`src/rtl/byte_stream_reassembler_core_assert.svh`:
```
// ----------------------------------------------------------------------------
// Assertion macros for the byte stream reassembler.
// Each macro expands to one labeled concurrent assertion that is disabled
// while the active-low reset is asserted.
// ----------------------------------------------------------------------------
`ifndef BYTE_STREAM_REASSEMBLER_CORE_ASSERT_SVH
`define BYTE_STREAM_REASSEMBLER_CORE_ASSERT_SVH

// The consequent must hold in the same cycle as the antecedent.
`define BSR_ASSERT_SAME(lbl, clk, rst_n, ante, cons) \
  lbl: assert property (@(posedge clk) disable iff (!rst_n) (ante) |-> (cons)) \
    else $error("bsr assertion failed");

// The consequent must hold in the cycle after the antecedent.
`define BSR_ASSERT_NEXT(lbl, clk, rst_n, ante, cons) \
  lbl: assert property (@(posedge clk) disable iff (!rst_n) (ante) |=> (cons)) \
    else $error("bsr assertion failed");

`endif

```
`src/rtl/bsr_pkg.sv`:
```
// ----------------------------------------------------------------------------
// bsr_pkg
// Shared constants and transfer types of the byte stream reassembler.
// ----------------------------------------------------------------------------
package bsr_pkg;

  localparam int unsigned Capacity   = 64;
  localparam int unsigned QueueDepth = 2;
  localparam int unsigned IndexW     = 32;
  localparam int unsigned ByteW      = 8;
  localparam int unsigned PendOutW   = 7;

  // One classified input item as it waits between the front and the back.
  typedef struct packed {
    logic              has_byte;
    logic [ByteW-1:0]  byte_value;
    logic [IndexW-1:0] byte_index;
    logic              eof_flag;
    logic [IndexW-1:0] fin_index;
  } item_t;

  // One result as it waits for the consumer.
  typedef struct packed {
    logic                out_valid;
    logic [ByteW-1:0]    out_byte;
    logic                stream_done;
    logic [PendOutW-1:0] pending_count;
    logic                run_last;
  } result_t;

endpackage

```
`src/rtl/byte_stream_reassembler_core.sv`:
```
// ----------------------------------------------------------------------------
// byte_stream_reassembler_core
// Rebuilds an in-order byte stream from bytes that arrive out of order, each
// tagged with its 32-bit stream index. Bytes inside the window of Capacity
// bytes from the next expected index are kept in a ring with a valid bit per
// slot; all others are dropped, and duplicates keep the first value. Every
// item produces one result per byte it releases in order, or one empty
// result if it releases none; run_last marks its final result. The back
// part's state machine sets the rate: it applies an item, then emits one
// result per cycle while the result queue has room, and takes no new item
// until the last result of the current one is out. Queues of QueueDepth
// entries on both sides let the producer and the consumer stall on their
// own. The ring's valid bits clear at reset, so no clearing pass is needed.
// ----------------------------------------------------------------------------
`include "byte_stream_reassembler_core_assert.svh"

module byte_stream_reassembler_core #(
  parameter int unsigned Capacity   = bsr_pkg::Capacity,
  parameter int unsigned QueueDepth = bsr_pkg::QueueDepth
) (
  input  logic                         clk_i,
  input  logic                         rst_ni,
  input  logic                         push,
  output logic                         full,
  input  logic                         has_byte_i,
  input  logic [bsr_pkg::ByteW-1:0]    byte_value_i,
  input  logic [bsr_pkg::IndexW-1:0]   byte_index_i,
  input  logic                         eof_flag_i,
  output logic                         empty,
  input  logic                         pop,
  output logic                         out_valid_o,
  output logic [bsr_pkg::ByteW-1:0]    out_byte_o,
  output logic                         stream_done_o,
  output logic [bsr_pkg::PendOutW-1:0] pending_count_o,
  output logic                         run_last_o
);

  bsr_pkg::item_t                      item;
  logic                                item_valid;
  logic                                item_pop;
  bsr_pkg::result_t                    res;
  logic                                res_push;
  logic                                res_full;
  logic [$bits(bsr_pkg::result_t)-1:0] res_bits;
  bsr_pkg::result_t                    res_out;

  bsr_front #(
    .QueueDepth (QueueDepth)
  ) u_front (
    .clk_i        (clk_i),
    .rst_ni       (rst_ni),
    .push_i       (push),
    .full_o       (full),
    .has_byte_i   (has_byte_i),
    .byte_value_i (byte_value_i),
    .byte_index_i (byte_index_i),
    .eof_flag_i   (eof_flag_i),
    .item_o       (item),
    .item_valid_o (item_valid),
    .item_pop_i   (item_pop)
  );

  bsr_back #(
    .Capacity (Capacity)
  ) u_back (
    .clk_i        (clk_i),
    .rst_ni       (rst_ni),
    .item_i       (item),
    .item_valid_i (item_valid),
    .item_pop_o   (item_pop),
    .res_o        (res),
    .res_push_o   (res_push),
    .res_full_i   (res_full)
  );

  bsr_fifo #(
    .Width ($bits(bsr_pkg::result_t)),
    .Depth (QueueDepth)
  ) u_res_q (
    .clk_i   (clk_i),
    .rst_ni  (rst_ni),
    .push_i  (res_push),
    .data_i  (res),
    .full_o  (res_full),
    .pop_i   (pop),
    .data_o  (res_bits),
    .empty_o (empty)
  );

  assign res_out         = bsr_pkg::result_t'(res_bits);
  assign out_valid_o     = res_out.out_valid;
  assign out_byte_o      = res_out.out_byte;
  assign stream_done_o   = res_out.stream_done;
  assign pending_count_o = res_out.pending_count;
  assign run_last_o      = res_out.run_last;

  // An empty result always closes the run of its item.
  `BSR_ASSERT_SAME(a_empty_res_last, clk_i, rst_ni, res_push && !res.out_valid, res.run_last)

  // The end of the stream, once reported, stays reported.
  `BSR_ASSERT_NEXT(a_done_sticky, clk_i, rst_ni, !empty && pop && stream_done_o, empty || stream_done_o)

  // The ring never holds more bytes than it has slots.
  `BSR_ASSERT_SAME(a_pending_cap, clk_i, rst_ni, !empty, pending_count_o <= bsr_pkg::PendOutW'(Capacity))

endmodule

```
`src/rtl/bsr_fifo.sv`:
```
// ----------------------------------------------------------------------------
// bsr_fifo
// Small register queue with full and empty flags, used between the parts.
// ----------------------------------------------------------------------------
module bsr_fifo #(
  parameter int unsigned Width = 8,
  parameter int unsigned Depth = 2
) (
  input  logic             clk_i,
  input  logic             rst_ni,
  input  logic             push_i,
  input  logic [Width-1:0] data_i,
  output logic             full_o,
  input  logic             pop_i,
  output logic [Width-1:0] data_o,
  output logic             empty_o
);

  localparam int unsigned PtrW = (Depth > 1) ? $clog2(Depth) : 1;
  localparam int unsigned CntW = $clog2(Depth + 1);
  localparam logic [PtrW-1:0] LastPtr = PtrW'(Depth - 1);

  logic [Width-1:0] mem_q [Depth];
  logic [PtrW-1:0]  wr_ptr_q, wr_ptr_d;
  logic [PtrW-1:0]  rd_ptr_q, rd_ptr_d;
  logic [CntW-1:0]  cnt_q, cnt_d;
  logic             do_push, do_pop;

  assign full_o  = (cnt_q == CntW'(Depth));
  assign empty_o = (cnt_q == '0);
  assign do_push = push_i && !full_o;
  assign do_pop  = pop_i && !empty_o;
  assign data_o  = mem_q[rd_ptr_q];

  always_comb begin
    wr_ptr_d = wr_ptr_q;
    rd_ptr_d = rd_ptr_q;
    cnt_d    = cnt_q;
    if (do_push) begin
      wr_ptr_d = (wr_ptr_q == LastPtr) ? '0 : wr_ptr_q + PtrW'(1);
    end
    if (do_pop) begin
      rd_ptr_d = (rd_ptr_q == LastPtr) ? '0 : rd_ptr_q + PtrW'(1);
    end
    if (do_push && !do_pop) begin
      cnt_d = cnt_q + CntW'(1);
    end else if (do_pop && !do_push) begin
      cnt_d = cnt_q - CntW'(1);
    end
  end

  always_ff @(posedge clk_i or negedge rst_ni) begin
    if (!rst_ni) begin
      wr_ptr_q <= '0;
      rd_ptr_q <= '0;
      cnt_q    <= '0;
    end else begin
      wr_ptr_q <= wr_ptr_d;
      rd_ptr_q <= rd_ptr_d;
      cnt_q    <= cnt_d;
    end
  end

  always_ff @(posedge clk_i) begin
    if (do_push) begin
      mem_q[wr_ptr_q] <= data_i;
    end
  end

endmodule

```
`src/rtl/bsr_front.sv`:
```
// ----------------------------------------------------------------------------
// bsr_front
// Accepts input items, works out the end index that an end mark would set,
// and queues the classified items for the back part.
// ----------------------------------------------------------------------------
module bsr_front #(
  parameter int unsigned QueueDepth = bsr_pkg::QueueDepth
) (
  input  logic                       clk_i,
  input  logic                       rst_ni,
  input  logic                       push_i,
  output logic                       full_o,
  input  logic                       has_byte_i,
  input  logic [bsr_pkg::ByteW-1:0]  byte_value_i,
  input  logic [bsr_pkg::IndexW-1:0] byte_index_i,
  input  logic                       eof_flag_i,
  output bsr_pkg::item_t             item_o,
  output logic                       item_valid_o,
  input  logic                       item_pop_i
);

  bsr_pkg::item_t                 item_in;
  logic [$bits(bsr_pkg::item_t)-1:0] item_bits;
  logic                           item_empty;

  // The end index covers the byte itself when the item carries one.
  always_comb begin
    item_in.has_byte   = has_byte_i;
    item_in.byte_value = byte_value_i;
    item_in.byte_index = byte_index_i;
    item_in.eof_flag   = eof_flag_i;
    item_in.fin_index  = byte_index_i + bsr_pkg::IndexW'(has_byte_i);
  end

  bsr_fifo #(
    .Width ($bits(bsr_pkg::item_t)),
    .Depth (QueueDepth)
  ) u_item_q (
    .clk_i   (clk_i),
    .rst_ni  (rst_ni),
    .push_i  (push_i),
    .data_i  (item_in),
    .full_o  (full_o),
    .pop_i   (item_pop_i),
    .data_o  (item_bits),
    .empty_o (item_empty)
  );

  assign item_o       = bsr_pkg::item_t'(item_bits);
  assign item_valid_o = !item_empty;

endmodule

```
`src/rtl/bsr_back.sv`:
```
// ----------------------------------------------------------------------------
// bsr_back
// Applies queued items to the reorder ring and drains the contiguous run at
// the head into the result queue, one byte per cycle while it has room.
// ----------------------------------------------------------------------------
module bsr_back #(
  parameter int unsigned Capacity = bsr_pkg::Capacity
) (
  input  logic             clk_i,
  input  logic             rst_ni,
  input  bsr_pkg::item_t   item_i,
  input  logic             item_valid_i,
  output logic             item_pop_o,
  output bsr_pkg::result_t res_o,
  output logic             res_push_o,
  input  logic             res_full_i
);

  localparam int unsigned SlotW = (Capacity > 1) ? $clog2(Capacity) : 1;
  localparam int unsigned PendW = $clog2(Capacity + 1);
  localparam logic [SlotW:0]  CapWide  = (SlotW + 1)'(Capacity);
  localparam logic [bsr_pkg::IndexW-1:0] CapIdx = bsr_pkg::IndexW'(Capacity);
  localparam logic [SlotW-1:0] LastSlot = SlotW'(Capacity - 1);

  typedef enum logic [1:0] {
    StFetch = 2'b01,
    StDrain = 2'b10
  } back_state_e;

  back_state_e                 state_q, state_d;
  logic [Capacity-1:0]         valid_q, valid_d;
  logic [bsr_pkg::IndexW-1:0]  head_q, head_d;
  logic [SlotW-1:0]            head_slot_q, head_slot_d;
  logic                        fin_known_q, fin_known_d;
  logic [bsr_pkg::IndexW-1:0]  fin_index_q, fin_index_d;
  logic [PendW-1:0]            pending_q, pending_d;
  logic                        ended_q, ended_d;

  logic [bsr_pkg::ByteW-1:0]   store_mem [Capacity];
  logic [bsr_pkg::ByteW-1:0]   rd_q;
  logic [SlotW-1:0]            rd_addr;

  logic [bsr_pkg::IndexW-1:0]  off;
  logic                        in_win;
  logic [SlotW:0]              slot_sum;
  logic [SlotW-1:0]            wslot;
  logic                        wr_en;
  logic [SlotW-1:0]            slot_nx;
  logic                        nx_vld;
  logic [bsr_pkg::IndexW-1:0]  head_inc;
  bsr_pkg::result_t            res_d;

  // Bytes behind the head wrap to a large offset and fall outside the window.
  assign off      = item_i.byte_index - head_q;
  assign in_win   = item_i.has_byte && (off < CapIdx);
  assign slot_sum = {1'b0, head_slot_q} + {1'b0, off[SlotW-1:0]};
  assign wslot    = (slot_sum >= CapWide) ? SlotW'(slot_sum - CapWide) : slot_sum[SlotW-1:0];
  assign wr_en    = (state_q == StFetch) && item_valid_i && in_win && !valid_q[wslot];
  assign slot_nx  = (head_slot_q == LastSlot) ? '0 : head_slot_q + SlotW'(1);
  // With a single slot the next slot is the one being drained right now.
  assign nx_vld   = valid_q[slot_nx] && (slot_nx != head_slot_q);
  assign head_inc = head_q + bsr_pkg::IndexW'(1);

  always_comb begin
    state_d     = state_q;
    valid_d     = valid_q;
    head_d      = head_q;
    head_slot_d = head_slot_q;
    fin_known_d = fin_known_q;
    fin_index_d = fin_index_q;
    pending_d   = pending_q;
    ended_d     = ended_q;
    item_pop_o  = 1'b0;
    res_push_o  = 1'b0;
    res_d       = '0;
    rd_addr     = head_slot_q;
    case (state_q)
      StFetch: begin
        if (item_valid_i) begin
          item_pop_o = 1'b1;
          if (wr_en) begin
            valid_d[wslot] = 1'b1;
            pending_d      = pending_q + PendW'(1);
          end
          if (item_i.eof_flag && !fin_known_q) begin
            fin_known_d = 1'b1;
            fin_index_d = item_i.fin_index;
          end
          if (fin_known_d && (head_q == fin_index_d)) begin
            ended_d = 1'b1;
          end
          state_d = StDrain;
        end
      end
      StDrain: begin
        if (!res_full_i) begin
          res_push_o = 1'b1;
          if (valid_q[head_slot_q]) begin
            valid_d[head_slot_q] = 1'b0;
            head_d      = head_inc;
            head_slot_d = slot_nx;
            pending_d   = pending_q - PendW'(1);
            if (fin_known_q && (head_inc == fin_index_q)) begin
              ended_d = 1'b1;
            end
            res_d.out_valid     = 1'b1;
            res_d.out_byte      = rd_q;
            res_d.stream_done   = ended_d;
            res_d.pending_count = bsr_pkg::PendOutW'(pending_d);
            res_d.run_last      = !nx_vld;
            rd_addr             = slot_nx;
            if (!nx_vld) begin
              state_d = StFetch;
            end
          end else begin
            // Nothing to drain: the item still gets one empty result.
            res_d.stream_done   = ended_q;
            res_d.pending_count = bsr_pkg::PendOutW'(pending_q);
            res_d.run_last      = 1'b1;
            state_d             = StFetch;
          end
        end
      end
      default: begin
        state_d = StFetch;
      end
    endcase
  end

  assign res_o = res_d;

  always_ff @(posedge clk_i or negedge rst_ni) begin
    if (!rst_ni) begin
      state_q     <= StFetch;
      valid_q     <= '0;
      head_q      <= '0;
      head_slot_q <= '0;
      fin_known_q <= 1'b0;
      fin_index_q <= '0;
      pending_q   <= '0;
      ended_q     <= 1'b0;
    end else begin
      state_q     <= state_d;
      valid_q     <= valid_d;
      head_q      <= head_d;
      head_slot_q <= head_slot_d;
      fin_known_q <= fin_known_d;
      fin_index_q <= fin_index_d;
      pending_q   <= pending_d;
      ended_q     <= ended_d;
    end
  end

  // The read port always prefetches the byte at the next head slot; a byte
  // written to that same slot in this cycle is forwarded.
  always_ff @(posedge clk_i) begin
    if (wr_en) begin
      store_mem[wslot] <= item_i.byte_value;
    end
    if (wr_en && (wslot == rd_addr)) begin
      rd_q <= item_i.byte_value;
    end else begin
      rd_q <= store_mem[rd_addr];
    end
  end

endmodule
```
`config.mk`:
```
export PLATFORM = sky130hd
export DESIGN_NAME = byte_stream_reassembler_core
export DESIGN_NICKNAME = d
export VERILOG_FILES = /design/src/rtl/bsr_pkg.sv /design/src/rtl/byte_stream_reassembler_core.sv /design/src/rtl/bsr_fifo.sv /design/src/rtl/bsr_front.sv /design/src/rtl/bsr_back.sv
export VERILOG_INCLUDE_DIRS = /design/src /design/src/rtl
export SDC_FILE = /design/constraint.sdc
export NUM_CORES = 1
export LEC_CHECK = 0
export BUFFER_PORTS_ARGS = -buffer_cell sky130_fd_sc_hd__buf_2
export CELL_PAD_IN_SITES_DETAIL_PLACEMENT = 2
export CELL_PAD_IN_SITES_GLOBAL_PLACEMENT = 2
export CORE_ASPECT_RATIO = 1.5
export CORE_UTILIZATION = 40
export CTS_CLUSTER_DIAMETER = 60
export DETAILED_ROUTE_END_ITERATION = 7
export PLACE_DENSITY = 0.78
export SKIP_LAST_GASP = 1
export SLEW_MARGIN = 20
export SYNTH_ARGS = -nofsm -noshare
export SYNTH_HDL_FRONTEND = slang
export SYNTH_SLANG_ARGS = --single-unit
```
`constraint.sdc`:
```
create_clock -name clk_i -period 8.2 [get_ports clk_i]
set_input_delay 0.41 -clock clk_i [delete_from_list [all_inputs] [get_ports clk_i]]
set_output_delay 0.41 -clock clk_i [all_outputs]
set_load 0.1 [all_outputs]
```
-- Word level (Yosys, flattened, before mapping)
Memory sizes are Yosys's and may differ from the RTL's. A register that Yosys moved wholly into a read port is not among the register bits.
Index checks and enable logic that the tools add are counted.
- add/sub/neg operators: 16
- order comparisons: 7
- equality and inequality tests: 14
- multiplexer cells: 64
- bitwise logic cells: 5
- reduce and logical (&&, ||, !) cells: 39
- operator list (cell ; count):
    2-to-1 mux 64 bit ; 4
    case mux 64 bit (2 select lines) ; 1
    2-to-1 mux 32 bit ; 3
    bitwise AND 64 bit ; 1
    equality test 32 bit ; 2
    inverter 64 bit ; 1
    bitwise OR 64 bit ; 1
    2-to-1 mux 18 bit ; 2
    adder 32 x 1 -> 32 bit ; 1
    adder 32 x 1 -> 32 bit, second input constant ; 1
    < comparator 32 x 7 -> 1 bit, second input constant ; 1
    subtractor 32 bit ; 1
    2-to-1 mux 6 bit ; 5
    2-to-1 mux 7 bit ; 4
    2-to-1 mux 1 bit ; 27
    < comparator 6 x 7 -> 1 bit, second input constant ; 3
    binary-select mux 1 bit (select 6 bit) ; 3
    logical AND 1 bit ; 18
    2-to-1 mux 9 bit ; 2
    2-to-1 mux 2 bit ; 8
    case mux 7 bit (2 select lines) ; 1
    demux 1 bit (select 6 bit) ; 2
    greater-or-equal comparator 6 x 1 -> 1 bit, second input constant ; 2
    logical NOT 1 bit ; 11
    other kinds (24) ; 40
- register bits: 153
- bits in writable memories: 696
- input bits: 46
- output and inout bits: 20
- logic and storage cells: 162
- memories: 3
- memories (name ; words ; width ; read ports ; clocked after Yosys merged registers in ; write ports ; RTL line ; text):
    u_back.store_mem ; 64 ; 8 ; 1 ; 1 ; 1 ; bsr_back.sv:39 ; logic [bsr_pkg::ByteW-1:0] store_mem [Capacity];
    u_front.u_item_q.mem_q ; 2 ; 74 ; 1 ; 0 ; 1 ; bsr_fifo.sv:23 ; logic [Width-1:0] mem_q [Depth];
    u_res_q.mem_q ; 2 ; 18 ; 1 ; 0 ; 1 ; bsr_fifo.sv:23 ;

-- Logic depth before layout (Yosys ltp)
An unclocked memory read counts as a cell.
- depth after elaboration: 13
- mapped depth: 23
- gate-level depth less buffers: 18

-- Modules after synthesis
From an unflattened synthesis, not the netlist that was laid out.
- cells, all modules: 2620
- area total of the unflattened synthesis: 40148.5 um2
- modules (own cells, without submodules) (module ; times used ; cells an instance ; area an instance (um2) ; sequential area each (um2)):
    bsr_back ; 1 ; 2199 ; 32198.4 ; 19124.6
    bsr_fifo at u_front.u_item_q ; 1 ; 249 ; 5739.3 ; 4544.4
    bsr_fifo at u_res_q ; 1 ; 75 ; 1545.2 ; 1181.1
    bsr_front ; 1 ; 97 ; 665.6 ; 0.0

-- Worst setup path after synthesis
Ideal clock, no wire load.
- kind: register -> register
- start: reg u_front.u_item_q.rd_ptr_q
- end: mem u_back.store_mem[63][0] (netlist bit), enable pin
- arrival: 6.216 ns
- data required time: 7.805 ns
- setup slack: 1.589 ns
- cell stages (with the launch flop): 19
- path buffers: 7
- period minus slack after synthesis: 6.611 ns
- cell sequence: dfrtp_1 -> buf_1 -> clkbuf_1 -> buf_1 -> mux2i_1 -> ha_1 -> fa_1 -> fa_1 -> clkbuf_1 -> buf_2 -> clkbuf_1 -> buf_2 -> a21oi_1 -> a2111oi_0 -> nor4_1 -> nand4b_1 -> nor4_4 -> nand3_1 -> nor4_1
- longest elaborated chain between the ends: 11
- elaborated cells between the ends (all ways): 15
- classes of those cells: 3 x add/sub; 2 x order compare; 5 x mux; 4 x reduce/logical; 1 x memory
- RTL lines (element ; RTL line ; text):
    start: declaration ; bsr_fifo.sv:25 ; logic [PtrW-1:0] rd_ptr_q, rd_ptr_d;
    start signal: assignment ; bsr_fifo.sv:59 ; rd_ptr_q <= rd_ptr_d;
    memory (2 x 74 bit) * ; -- ;
    subtractor 32 bit ; bsr_back.sv:54 ; assign off = item_i.byte_index - head_q;
    adder 6 x 6 -> 7 bit ; bsr_back.sv:56 ; assign slot_sum = {1'b0, head_slot_q} + {1'b0, off[SlotW-1:0]};
    subtractor 6 x 1 -> 6 bit or greater-or-equal comparator 7 bit (tied branches) ; bsr_back.sv:57 ; assign wslot = (slot_sum >= CapWide) ? SlotW'(slot_sum - CapWide) : slot_sum[SlotW-1:0];
    2-to-1 mux 6 bit ; bsr_back.sv:57 ;
    binary-select mux 1 bit (select 6 bit) ; bsr_back.sv:58 ; assign wr_en = (state_q == StFetch) && item_valid_i && in_win && !valid_q[wslot];
    2-to-1 mux 1 bit (implied by the code) ; bsr_back.sv:58 ;
    logical NOT 1 bit ; bsr_back.sv:58 ;
    logical AND 1 bit ; bsr_back.sv:58 ;
    2-to-1 mux 1 bit ; bsr_back.sv:157 ; if (wr_en) begin
    2-to-1 mux 1 bit (implied by the code) ; bsr_back.sv:158 ; store_mem[wslot] <= item_i.byte_value;
    end: declaration ; bsr_back.sv:39 ;
Every way passes the cells marked *; elsewhere a longest branch is shown, timed or not. The select of a mux whose other input is x is not followed.

-- Worst setup path after layout
- start: reg u_front.u_item_q.rd_ptr_q
- end: mem u_back.store_mem[29][2] (netlist bit), enable pin
Same word-level chain as after synthesis.

==> results by group <==
Run status
  • Status: finished with violations
  • Failing checks: design-rule violations

Floorplan
  • Row count: 141
  • DIE AREA: between 100000 and 150000 sq um
  • Die H: 390 microns
  • Top Ports: 66
  • Initial core utilization: between 40% and 50%
  • CORE AREA: 99000 sq um
  • Die W: 260 microns

Hold path
  • Worst Hold Class: in2reg
  • Hold path endpoint: u_front.u_item_q.mem_q[0][47]
  • Hold_sp: byte_index_i[14]
  • Hold depth: 1

Logic synthesis
  • Post-synth top area cell: edfxtp_1
  • Most frequent cell after synthesis: edfxtp_1
  • Cells after Synth: ~2800
  • Top-area cell type share of the netlist area: 52.2%
  • Synth Area in Simple Gates: between 8 and 9%
  • EDFF count, synth: 696
  • Syn Area/Cell: approximately 14 sq um
  • Post-synth ARST share: between 15 and 20%
  • Post-synthesis mux area share: approximately 15%
  • Mapped cell area: around 40000 sq um
  • Top post-synthesis cells by count: edfxtp_1 (696), nor2_1 (212), mux4_2 (197)
  • Most area-consuming cells after synthesis: edfxtp_1 (52%), mux4_2 (11%), dfrtp_1 (9.5%), xnor2_1 (3.0%), nor2_1 (2.0%)
  • Main synth FF type: edfxtp_1
  • Synth warn: 0
  • Largest family of logic cells by synthesized area: multiplexers
  • #FFs+latches synth: approximately 860
  • Adder-cell share of the synthesized area: under 10%
  • Synth cell types: 86
  • Compound-Gate Fraction of Synth Area: between 7 and 8%
  • Post-Synth XOR/XNOR Area: 3.91%
  • Sequential area share after synthesis: about 62%
  • Syn_nets: roughly 2900

Power
  • Leakage: about 15 nW
  • Peak VDD IR: ~0.2 mV
  • Pwr/cell area: 328 nW/um^2

Finish
  • Layout cells sized above 1: roughly a fifth
  • Final core occ: between 40% and 50%
  • Net count, final: approximately 2900
  • Area Growth Syn to Fin: 12.9%

Setup path
  • Register-to-register setup slack: roughly 0.84 ns
  • Worst r2r src: u_front.u_item_q.rd_ptr_q
  • CP Max Fanout: around 40
  • R2R depth: 13
  • CP Capture Type: flip-flop
  • Crit start category: flip-flop
  • Arr. time, crit path: ~7.7 ns
  • Worst r2r dst: u_back.store_mem[29][2]
  • Setup CP Type: reg2reg
  • Required @ worst endpoint: around 8.5 ns

GRT
  • Overflow after GRT: 0
  • First-pass GRT wire length: slightly above 200000 microns
  • Global Route Usage Sum: ~29%
  • Largest net degree at the start of global routing: approximately 110
  • Number of global-route vias before repair: 28900
  • Antenna violations before repair: 4

Detailed routing
  • First-pass DRT Iterations: 8
  • Post-route ant nets: 0
  • Drt drc: 20
  • Vias/cell: just over 6
  • Drt initial violations: 1944
  • DR vias: 26100
  • Post-Route WL: between 100000 and 150000 microns
  • Routed len/inst: between 30 and 40 microns

Clocking
  • CTS H-tree lvls: 3
  • Setup bufs post-CTS: 0
  • Num CTS Buffers: 87
  • Root buffer cell: clkbuf_16
  • Clock Latency Late Sink: just over 0.7 ns
  • Clock slew at reported path FFs: 0.07 ns
  • CTS tree: built
  • CTS sink count: 855
  • Maximum buffer depth of the clock tree: 3

Place
  • Gpl congestion: 0.904
  • Dpl hpwl: slightly below 100000 microns
  • I/O Buffers: 65
  • Worst slack, placed: ~1 ns

STA
  • Setup WS post-layout: around 0.84 ns
  • Final setup TNS: 0 ns
  • Period utilisation layout: between 80% and 90%
  • Fin. Hold Viols: 0
  • RSZ-0062 raised after global routing: no
  • Fmax: roughly 140 MHz
  • Setup violators final: 0
  • Minimum clock period: around 7.4 ns
  • Slew @ Worst Pin: ~1.1 ns
  • Hold Slack: between 0.02 and 0.025 ns
  • Clk_skew: 0.0481 ns
  • Rel. slew slack: 24.9%
  • Number of slew-limit violations in the final report: 0

Run
  • Max Cap Viol: 0
-- per-layer routing --
layer  track usage, %  part of all wire [%]
met1             30.5                    35
met5                0                     0
met2             52.6                    54
met4             17.7                   6.6
met3             3.65                   4.7
-- kinds of logic (layout without fill, tap and decap cells) --
group,Yosys count,after routing
AOI/OAI and AO/OA,447,447
xor gates and xnor gates,179,179
adders and majority gates,46,46
buffers and inverters,249,394
DFF,855,855
muxes,336,336
other,0,3
and+or+nand+nor,664,664
-- cells in the final DEF (no fill, tap or decap), types with 10 or more instances in the layout --
cell,n
mux4_2,197
mux2i_1,74
xor2_1,40
a211oi_1,11
o211ai_1,10
nor3_1,41
inv_1,87
a32oi_1,34
nand2b_1,16
o21ai_1,21
and3_1,30
a21o_1,17
dfrtp_1,151
nor4_1,20
nand4_1,36
clkbuf_8,11
o31ai_1,10
nor2_1,208
buf_2,64
clkinv_2,13
dlygate4sd3_1,29
edfxtp_1,696
xnor2_1,138
nand2_1,140
and4_1,13
clkbuf_16,88
nand3_1,65
clkbuf_1,19
mux2_2,58
bufinv_16,13
a21oi_1,118
nor2b_1,12
buf_4,46
ha_1,44
o21ai_0,126
-- worst max-delay path by stage --
stage | startpoint | end | slack [ns] | cells past startpoint
6_report | u_front.u_item_q.rd_ptr_q | u_back.store_mem[29][2] | 0.84 | 13
5_1_grt | u_front.u_item_q.rd_ptr_q | u_back.store_mem[29][2] | 0.53 | 13
4_1_cts | u_front.u_item_q.rd_ptr_q | u_back.store_mem[29][2] | 0.88 | 13
3_5_place_dp | u_front.u_item_q.rd_ptr_q | u_back.store_mem[29][2] | 0.98 | 13
3_3_place_gp | u_front.u_item_q.rd_ptr_q | u_back.store_mem[16][0] | 1.35 | 13
2_1_floorplan | u_front.u_item_q.rd_ptr_q | u_back.store_mem[63][0] | 1.59 | 18
-- timing repair --
action | in CTS | in global routing
endpoints found under the hold margin | 85 | 0
resized for setup | 0 | 0
hold buffers | 29 | 0
-- report_power, final --
group	switching (mW)	leakage, nW	internal (mW)
Combinational	3.42	5.02	1.43
Sequential	0.218	8.42	5.38
Clock	1.86	1.50	2.52
-- metrics by stage --
stage          total power, mW  area [sq um]  instances
2_1_floorplan             8.65         40100       2776
3_3_place_gp              10.2         41800       4015
3_5_place_dp              10.5         41800       4015
4_1_cts                   14.9         45200       4208
5_1_grt                   15.3         45200       4209
6_report                  14.8         45200       4211
-- critical path: stages (launching register included) --
cell and delay [ns]:
dfrtp_4 0.44, buf_4 0.54, mux2_2 0.42, ha_1 0.34, xnor2_1 0.16, ha_1 0.40
xor2_1 0.45, o21ai_0 0.20, a2111oi_0 0.93, nor4_1 0.22, nand4b_1 0.29, nor4_4 0.79
nand4_1 0.71, nor2_1 1.05
-- layout make-up --
class | instances | area (sq um)
diodes | 3 | 7.51
clock inverters | 46 | 677
clock buffers | 118 | 2420
well taps | 1287 | 1610
inverters | 89 | 334
fillers | 9426 | 53700
multi-input cells | 1672 | 14300
repair buffers | 141 | 987
flip-flops and latches | 855 | 24900
-- registers in the layout (all words and copies together), names as in the netlist, 6 cells and up, named ones only --
name                    flops
u_front.u_item_q.mem_q    148
u_back.head_slot_q          6
u_res_q.mem_q              36
u_back.valid_q             64
u_back.fin_index_q         32
u_back.pending_q            7
u_back.store_mem          512
u_back.head_q              32
No activity file was read; power rests on OpenSTA's default activity.
